## src/hw/rtl/lbf_pkg.sv

```systemverilog
// ----------------------------------------------------------------------------
// lbf_pkg
// shared types and constants of the led blink and fade pattern core
// ----------------------------------------------------------------------------
package lbf_pkg;

  // length of one short blink flash in ms
  localparam int unsigned BLINK_MS = 10;

  // pattern periods and blink window starts in ms
  localparam int unsigned PERIOD_MS     = 1000;
  localparam int unsigned QUARTER_MS    = 250;
  localparam int unsigned HALF_MS       = 500;
  localparam int unsigned THREE_QTR_MS  = 750;

  // now_ms / 16 is reduced mod 125, since 2000 = 16 * 125
  localparam int unsigned PHASE_LOW_W   = 4;
  localparam int unsigned RES_MOD       = 125;

  // duty levels
  localparam int unsigned DUTY_W        = 10;
  localparam int unsigned DUTY_FULL     = 1023;
  localparam int unsigned DUTY_HALF     = 511;
  localparam int unsigned DUTY_HALF_LOW = 512;

  // floor(p / 999) = (p * RECIP_999) >> RECIP_SHIFT, exact for p < 2^20
  localparam int unsigned RECIP_999     = 1074817;
  localparam int unsigned RECIP_SHIFT   = 30;

  typedef logic [10:0]       phase_t;  // now_ms mod 2000
  typedef logic [9:0]        pos_t;    // now_ms mod 1000
  typedef logic [DUTY_W-1:0] duty_t;

  typedef enum logic [3:0] {
    MODE_OFF       = 4'd0,
    MODE_ON        = 4'd1,
    MODE_TOGGLE    = 4'd2,
    MODE_BLINK_1HZ = 4'd3,
    MODE_BLINK_2HZ = 4'd4,
    MODE_BLINK_4HZ = 4'd5,
    MODE_FADE_IN   = 4'd6,
    MODE_FADE_OUT  = 4'd7,
    MODE_FADE_IO   = 4'd8
  } mode_e;

  typedef enum logic [1:0] {
    CFG_MODE         = 2'd0,
    CFG_ACTIVE_LEVEL = 2'd1,
    CFG_DIM          = 2'd2
  } cfg_idx_e;

  typedef struct packed {
    logic active_level;
    logic dim;
  } drive_cfg_t;

endpackage

```

## src/hw/rtl/lbf_phase.sv

```systemverilog
// ----------------------------------------------------------------------------
// lbf_phase
// reduces the millisecond time to its position in a 2000 ms period
// ----------------------------------------------------------------------------
module lbf_phase (
  input  logic [31:0]          now_i,
  output lbf_pkg::phase_t      phase_o
);

  logic [27:0] blk;
  logic [6:0]  c0, c1, c2, c3;
  logic [12:0] sum;
  logic [7:0]  fold;
  logic [6:0]  rem;

  // 128 = 3 mod 125, so 7-bit chunks weigh 1, 3, 9, 27
  always_comb begin
    blk  = now_i[31:lbf_pkg::PHASE_LOW_W];
    c0   = blk[6:0];
    c1   = blk[13:7];
    c2   = blk[20:14];
    c3   = blk[27:21];
    sum  = 13'(c0) + 13'(c1) * 13'd3 + 13'(c2) * 13'd9 + 13'(c3) * 13'd27;
    fold = 8'(sum[6:0]) + 8'(sum[12:7]) * 8'd3;
    if (fold >= 8'(lbf_pkg::RES_MOD)) begin
      rem = 7'(fold - 8'(lbf_pkg::RES_MOD));
    end else begin
      rem = fold[6:0];
    end
  end

  assign phase_o = {rem, now_i[lbf_pkg::PHASE_LOW_W-1:0]};

endmodule

```

## src/hw/rtl/lbf_duty.sv

```systemverilog
// ----------------------------------------------------------------------------
// lbf_duty
// linear fade duty for one position in a 1000 ms ramp
// ----------------------------------------------------------------------------
module lbf_duty (
  input  lbf_pkg::pos_t       pos_i,
  input  logic                rise_i,
  input  lbf_pkg::drive_cfg_t cfg_i,
  output lbf_pkg::duty_t      duty_o
);

  logic [19:0]          span;
  logic [40:0]          prod;
  lbf_pkg::duty_t       q;

  always_comb begin
    // pos * 511 or pos * 1023
    if (cfg_i.dim) begin
      span = (20'(pos_i) << 9) - 20'(pos_i);
    end else begin
      span = (20'(pos_i) << 10) - 20'(pos_i);
    end
    prod = 41'(span) * 41'(lbf_pkg::RECIP_999);
    q    = prod[lbf_pkg::RECIP_SHIFT +: lbf_pkg::DUTY_W];

    if (rise_i) begin
      duty_o = cfg_i.active_level ? q : ~q;
    end else if (cfg_i.active_level) begin
      duty_o = cfg_i.dim ? lbf_pkg::duty_t'(lbf_pkg::DUTY_HALF) - q
                         : lbf_pkg::duty_t'(lbf_pkg::DUTY_FULL) - q;
    end else begin
      duty_o = cfg_i.dim ? (q | lbf_pkg::duty_t'(lbf_pkg::DUTY_HALF_LOW)) : q;
    end
  end

endmodule

```

## src/hw/rtl/led_blink_fade_pattern_core.sv

```systemverilog
// ----------------------------------------------------------------------------
// led_blink_fade_pattern_core
// led drive pattern generator: steady, toggle, short blinks and pwm fades
// ----------------------------------------------------------------------------
// usage
//   - each item on the s_axis side is an update request: tdata carries the
//     free-running millisecond time, tuser the force flag
//   - each update gives zero or one item on the m_axis side: tuser says
//     whether the pin is pwm driven, tdata holds level, duty and lit flag
//   - steady off and on modes give an item only when force is set; modes
//     above fade in-out give nothing
//   - mode, active level and half bright are written through the cfg port;
//     the user must write only while no update is in flight (unenforced)
//   - an update goes through the input stage, then the output register, to
//     m_axis; one update is taken every cycle while the receiver does not
//     stall; the input stage holds the 20x21 constant fade duty multiply
//   - when the receiver stalls the result waits in the output register;
//     one more update is still taken into the input stage, further ones
//     wait, and updates that give no item always pass
//   - reset clears the lit flag, sets mode off, active level high and
//     half bright off
// ----------------------------------------------------------------------------
module led_blink_fade_pattern_core (
  input  logic        clk_i,
  input  logic        rst_ni,

  // configuration writes
  input  logic        cfg_we_i,
  input  logic [1:0]  cfg_idx_i,
  input  logic [3:0]  cfg_data_i,

  // update requests
  input  logic        s_axis_tvalid,
  output logic        s_axis_tready,
  input  logic [31:0] s_axis_tdata,   // [31:0] now_ms
  input  logic        s_axis_tuser,   // [0] force_req

  // drive results
  output logic        m_axis_tvalid,
  input  logic        m_axis_tready,
  output logic [15:0] m_axis_tdata,   // [0] digital_level, [10:1] pwm_duty,
                                      // [11] lit_flag, [15:12] zero
  output logic        m_axis_tuser    // [0] uses_pwm
);

  // configuration registers
  logic [3:0] mode_q;
  logic       active_q;
  logic       half_q;

  // kept lit flag
  logic       lit_q, lit_d;

  // input stage
  logic              s1_valid_q;
  lbf_pkg::phase_t   s1_phase_q;
  logic              s1_force_q;
  lbf_pkg::phase_t   phase_in;

  // output register
  logic              m_valid_q;
  logic              m_pwm_q, m_level_q, m_lit_q;
  lbf_pkg::duty_t    m_duty_q;

  // result logic
  lbf_pkg::pos_t       pos;
  lbf_pkg::drive_cfg_t dcfg;
  lbf_pkg::duty_t      fade_duty;
  logic                set_on, set_off, fade, fade_rise;
  logic                win_0, win_250, win_500, win_750;
  logic                emit, out_free, s1_adv, s1_fire;
  logic                res_pwm, res_level;
  lbf_pkg::duty_t      res_duty;

  // config port
  always_ff @(posedge clk_i or negedge rst_ni) begin
    if (!rst_ni) begin
      mode_q   <= lbf_pkg::MODE_OFF;
      active_q <= 1'b1;
      half_q   <= 1'b0;
    end else if (cfg_we_i) begin
      unique case (cfg_idx_i)
        lbf_pkg::CFG_MODE:         mode_q   <= cfg_data_i;
        lbf_pkg::CFG_ACTIVE_LEVEL: active_q <= cfg_data_i[0];
        lbf_pkg::CFG_DIM:          half_q   <= cfg_data_i[0];
        default: ;
      endcase
    end
  end

  // time is reduced to the 2000 ms phase on the way in
  lbf_phase u_phase (
    .now_i   (s_axis_tdata),
    .phase_o (phase_in)
  );

  assign out_free      = !m_valid_q || m_axis_tready;
  assign s1_adv        = s1_valid_q && (!emit || out_free);
  assign s1_fire       = s1_adv && emit;
  assign s_axis_tready = !s1_valid_q || s1_adv;

  always_ff @(posedge clk_i or negedge rst_ni) begin
    if (!rst_ni) begin
      s1_valid_q <= 1'b0;
    end else if (s_axis_tready) begin
      s1_valid_q <= s_axis_tvalid;
    end
  end

  always_ff @(posedge clk_i) begin
    if (s_axis_tready && s_axis_tvalid) begin
      s1_phase_q <= phase_in;
      s1_force_q <= s_axis_tuser;
    end
  end

  // position in the 1000 ms period and the blink windows
  always_comb begin
    if (s1_phase_q >= lbf_pkg::phase_t'(lbf_pkg::PERIOD_MS)) begin
      pos = lbf_pkg::pos_t'(s1_phase_q - lbf_pkg::phase_t'(lbf_pkg::PERIOD_MS));
    end else begin
      pos = s1_phase_q[9:0];
    end
    win_0   = pos < lbf_pkg::pos_t'(lbf_pkg::BLINK_MS);
    win_250 = pos >= lbf_pkg::pos_t'(lbf_pkg::QUARTER_MS) &&
              pos <  lbf_pkg::pos_t'(lbf_pkg::QUARTER_MS + lbf_pkg::BLINK_MS);
    win_500 = pos >= lbf_pkg::pos_t'(lbf_pkg::HALF_MS) &&
              pos <  lbf_pkg::pos_t'(lbf_pkg::HALF_MS + lbf_pkg::BLINK_MS);
    win_750 = pos >= lbf_pkg::pos_t'(lbf_pkg::THREE_QTR_MS) &&
              pos <  lbf_pkg::pos_t'(lbf_pkg::THREE_QTR_MS + lbf_pkg::BLINK_MS);
  end

  assign dcfg.active_level = active_q;
  assign dcfg.dim          = half_q;

  lbf_duty u_duty (
    .pos_i  (pos),
    .rise_i (fade_rise),
    .cfg_i  (dcfg),
    .duty_o (fade_duty)
  );

  // mode decode
  always_comb begin
    set_on    = 1'b0;
    set_off   = 1'b0;
    fade      = 1'b0;
    fade_rise = 1'b0;
    unique case (mode_q)
      lbf_pkg::MODE_OFF:    set_off = 1'b1;
      lbf_pkg::MODE_ON:     set_on  = 1'b1;
      lbf_pkg::MODE_TOGGLE: begin
        set_on  = !lit_q;
        set_off = lit_q;
      end
      lbf_pkg::MODE_BLINK_1HZ: begin
        set_on  = win_0;
        set_off = !win_0;
      end
      lbf_pkg::MODE_BLINK_2HZ: begin
        set_on  = win_0 || win_500;
        set_off = !(win_0 || win_500);
      end
      lbf_pkg::MODE_BLINK_4HZ: begin
        set_on  = win_0 || win_250 || win_500 || win_750;
        set_off = !(win_0 || win_250 || win_500 || win_750);
      end
      lbf_pkg::MODE_FADE_IN: begin
        fade      = 1'b1;
        fade_rise = 1'b1;
      end
      lbf_pkg::MODE_FADE_OUT: fade = 1'b1;
      lbf_pkg::MODE_FADE_IO: begin
        fade      = 1'b1;
        fade_rise = s1_phase_q < lbf_pkg::phase_t'(lbf_pkg::PERIOD_MS);
      end
      default: ;
    endcase
  end

  // steady modes need force to give a result
  assign emit = s1_valid_q && (set_on || set_off || fade) &&
                (s1_force_q || mode_q > lbf_pkg::MODE_ON);

  // drive selection
  always_comb begin
    lit_d     = lit_q;
    res_pwm   = 1'b0;
    res_level = 1'b0;
    res_duty  = '0;
    if (fade) begin
      res_pwm  = 1'b1;
      res_duty = fade_duty;
    end else if (set_on) begin
      lit_d = 1'b1;
      if (half_q) begin
        res_pwm  = 1'b1;
        res_duty = active_q ? lbf_pkg::duty_t'(lbf_pkg::DUTY_HALF)
                            : lbf_pkg::duty_t'(lbf_pkg::DUTY_HALF_LOW);
      end else begin
        res_level = active_q;
      end
    end else if (set_off) begin
      lit_d     = 1'b0;
      res_level = !active_q;
    end
  end

  always_ff @(posedge clk_i or negedge rst_ni) begin
    if (!rst_ni) begin
      lit_q <= 1'b0;
    end else if (s1_fire) begin
      lit_q <= lit_d;
    end
  end

  // output register
  always_ff @(posedge clk_i or negedge rst_ni) begin
    if (!rst_ni) begin
      m_valid_q <= 1'b0;
    end else if (s1_fire) begin
      m_valid_q <= 1'b1;
    end else if (m_axis_tready) begin
      m_valid_q <= 1'b0;
    end
  end

  always_ff @(posedge clk_i) begin
    if (s1_fire) begin
      m_pwm_q   <= res_pwm;
      m_level_q <= res_level;
      m_duty_q  <= res_duty;
      m_lit_q   <= lit_d;
    end
  end

  assign m_axis_tvalid = m_valid_q;
  assign m_axis_tuser  = m_pwm_q;
  assign m_axis_tdata  = {4'b0000, m_lit_q, m_duty_q, m_level_q};

  // lit only moves when a result leaves the input stage
  a_lit_change : assert property (@(posedge clk_i) disable iff (!rst_ni)
    (lit_q != $past(lit_q)) |-> $past(s1_fire))
    else $error("lit flag changed without a result");

  // digital drive carries no duty, pwm drive no level
  a_drive_excl : assert property (@(posedge clk_i) disable iff (!rst_ni)
    m_valid_q |-> (m_pwm_q ? !m_level_q : (m_duty_q == '0)))
    else $error("digital and pwm drive mixed");

  // half bright active high never exceeds half duty
  a_half_limit : assert property (@(posedge clk_i) disable iff (!rst_ni)
    (s1_fire && half_q && active_q) |=>
      (m_duty_q <= lbf_pkg::duty_t'(lbf_pkg::DUTY_HALF)))
    else $error("half bright duty above half range");

endmodule
```

## config.mk

```make
export PLATFORM = sky130hd
export DESIGN_NAME = led_blink_fade_pattern_core
export DESIGN_NICKNAME = d
export VERILOG_FILES = /design/src/hw/rtl/lbf_pkg.sv /design/src/hw/rtl/lbf_phase.sv /design/src/hw/rtl/lbf_duty.sv /design/src/hw/rtl/led_blink_fade_pattern_core.sv
export SDC_FILE = /design/constraint.sdc
export NUM_CORES = 1
export LEC_CHECK = 0
export ABC_AREA = 1
export BUFFER_PORTS_ARGS = -buffer_cell sky130_fd_sc_hd__buf_4
export CORE_MARGIN = 1
export CORE_UTILIZATION = 35
export DETAILED_ROUTE_END_ITERATION = 12
export PLACE_DENSITY_LB_ADDON = 0.25
export RECOVER_POWER = 25
export SLEW_MARGIN = 20
export SYNTH_ARGS = -nofsm -noshare
export SYNTH_HDL_FRONTEND = slang
export SYNTH_SLANG_ARGS = --single-unit
```

## constraint.sdc

```tcl
create_clock -name clk_i -period 9.22 [get_ports clk_i]
set_input_delay 1.383 -clock clk_i [delete_from_list [all_inputs] [get_ports clk_i]]
set_output_delay 1.383 -clock clk_i [all_outputs]
set_load 0.1 [all_outputs]
```

==> flow_summary.ini <==
[timing]
fin_setup_tns_ns = 0
skew_ns = 0.004832
worst_pin_slew_ns = 0.7074
max_slew_margin_pct = 52.50
hold_violations = 0
drv_slew = 0
fmax_ghz = 0.1201
finalSetupViolCount = 0
finalCritPeriodShare_pct = 90.33
layout_min_cycle_time_ns = 8.328
rsz0062_at_grt = no

[clock_network]
cts_buffer_depth = 2
cts_buffers = 5
clk_pin_slew_ns = 0.06
cts_setup_buffers = 0
cts_max_level = 2
cts-resized-gates = 0
cts_tree = done
root_buffer = clkbuf_16
ctsHoldBuffers = 0
numClockSinks = 34
clock_latency_ns = 0.29

[floorplan]
fp-row-count = 62
die_w_um = 173.2
num_io_pins = 63
core_area_sq_um = 28780
start_util_pct = 35.66
die-area_sq_um = 30010
die_h_um = 173.2

[logic_synthesis]
synthAdderAreaFrac_pct = 49.27
synth_ff_type = edfxtp_1
synth_compound_area_share_pct = 7.046
synth_edf_count = 25
syn_avg_cell_area_sq_um = 8.518
synth_simple_gate_area_share_pct = 17.46
yosysWarnings = 0
synthXorXnorAreaFrac_pct = 5.218
ys_types = 54
syn_inst = 1205
synthArstFlopShare_pct = 26.47
synth-seq-area-share_pct = 9.521
synthMuxAreaShare_pct = 0.2072
synth_top_family_by_area = adder cells
ys_seq_elements = 34
netlist_area_sq_um = 10260

[critical_path]
crit_type = flip-flop to flip-flop
crit_family = adder cells
worst_ep_required_time_ns = 9.26
worstSetupStartpointType = flip-flop
worstPathMaxFanout = 11
cp_slowest_cell = a21oi_2
cp-end-kind = flip-flop
cpPeakStageDelay_ns = 0.55
cp.buffers_inverters = 5
arrival_ns = 8.37

[routing]
drc = 0
initialDrtViolationCount = 311
wl_per_cell_um = 13.24
detail-route-antenna-nets = 0
finalWirelength_mm = 21.92
routed_via_density = 4.647
drt-pass1-iter-count = 4
vias = 7691

[final_layout]
final_cell_mix = 268 x inv_1, 233 x ha_1, 167 x nand2_1, 107 x fa_1, 59 x buf_4
top_register = s1_phase_q
drive_above_1_share_pct = 12.20
multi_input_area_sq_um = 8144
syn2layout_area_growth_pct = 10.22
reg_top3 = s1_phase_q: 11 flops, m_duty_q: 10 flops, mode_q: 4 flops
register_area_sq_um = 977.2
fill_cells = 2947
post-route-util_pct = 39.31
largest_register_ffs = 11
nets = 1654
final_common_cell = inv_1
diodes = 0

[global_routing]
antenna_found_initial = 0
grt_usage_pct = 15.61
overflow = 0
grt_pass1_wl_mm = 38.19
grt_max_degree = 17
grt_pass1_vias = 8009

[hold_path]
hold_path.class = flip-flop to flip-flop

[placed_design]
globalplace.congestion = 0.8684
dp.final_hpwl_mm = 20.00
io_buffers = 58

[run]
drv_cap = 0

[status]
status = complete, no violations
## final timing paths
check	from	cells after the start	slack, ns	end
setup / recovery	s1_phase_q[3]	37	0.89	m_duty_q[9]
setup reg to reg	s1_phase_q[3]	37	0.89	m_duty_q[9]
hold / removal	mode_q[0]	2	0.55	mode_q[0]
hold reg to reg	mode_q[0]	2	0.55	mode_q[0]
max in group asynchronous	rst_ni	1	7.82	active_q
min in group asynchronous	rst_ni	1	1.04	lit_q
## cells by family (layout without fill, tap and decap cells)
group / count (synthesis) / after routing
AND/OR/NAND/NOR: 352 / 352
adder cells (fa/ha/maj): 340 / 340
buffers and inverters: 294 / 357
AO/OA/AOI/OAI: 123 / 123
XOR/XNOR: 59 / 59
flip-flops: 34 / 34
multiplexers: 2 / 2
other: 1 / 4
## Yosys cell counts, types with 9 or more instances
master	instances	area, sq um
edfxtp_1	25	750.7
a21oi_1	51	255.2
nand3_1	53	265.3
nand3_2	13	130.1
inv_1	268	1006
inv_2	9	33.78
ha_1	233	2915
nand2_2	17	106.4
a21o_1	10	75.07
xor2_1	45	394.1
o21ai_0	25	125.1
xnor2_1	13	113.9
nand2_1	167	626.9
nor3_1	10	50.05
fa_1	107	2142
nor2_1	44	165.2
nand2_4	11	123.9
## worst reg2reg max path, delay by kind of cell, from the launching register on
kind | cells | cell delay [ns]
buffers and inverters | 5 | 0.54
muxes | 1 | 0.06
AOI/OAI and AO/OA | 4 | 1.26
and+or+nand+nor | 16 | 1.83
xor gates and xnor gates | 1 | 0.14
adders and majority gates | 10 | 3.81
DFF | 1 | 0.44
## per-stage QoR
step                      worst slack, ns  area (sq um)  instances  hold WS, ns
after global routing               0.2638         11310       1655       0.5898
after global placement             0.8367         11170       1647       0.5031
after floorplan                     1.328         10270       1208       0.4753
final                              0.8917         11310       1655       0.5483
after CTS                          0.8872         11320       1655       0.5487
after detailed placement           0.6964         11170       1647       0.5343
## area by class of cell
| cell class | instances | area share (%) |
|---|---|---|
| clock buffers | 6 | 1.228 |
| clock inverters | 2 | 0.1106 |
| flip-flops and latches | 34 | 8.638 |
| multi-input cells | 880 | 71.99 |
| repair buffers | 67 | 4.380 |
| well taps | 384 | 4.247 |
| inverters | 282 | 9.402 |
## per-layer routing
layer	part of all wire [%]	track usage [%]
met5	0	0
met4	1.3	3.097
met1	51	21.95
met3	2.0	1.009
met2	46	26.41
Power is not shown: default switching activity piles up to over one toggle a cycle in this logic, so the estimate is an artifact.
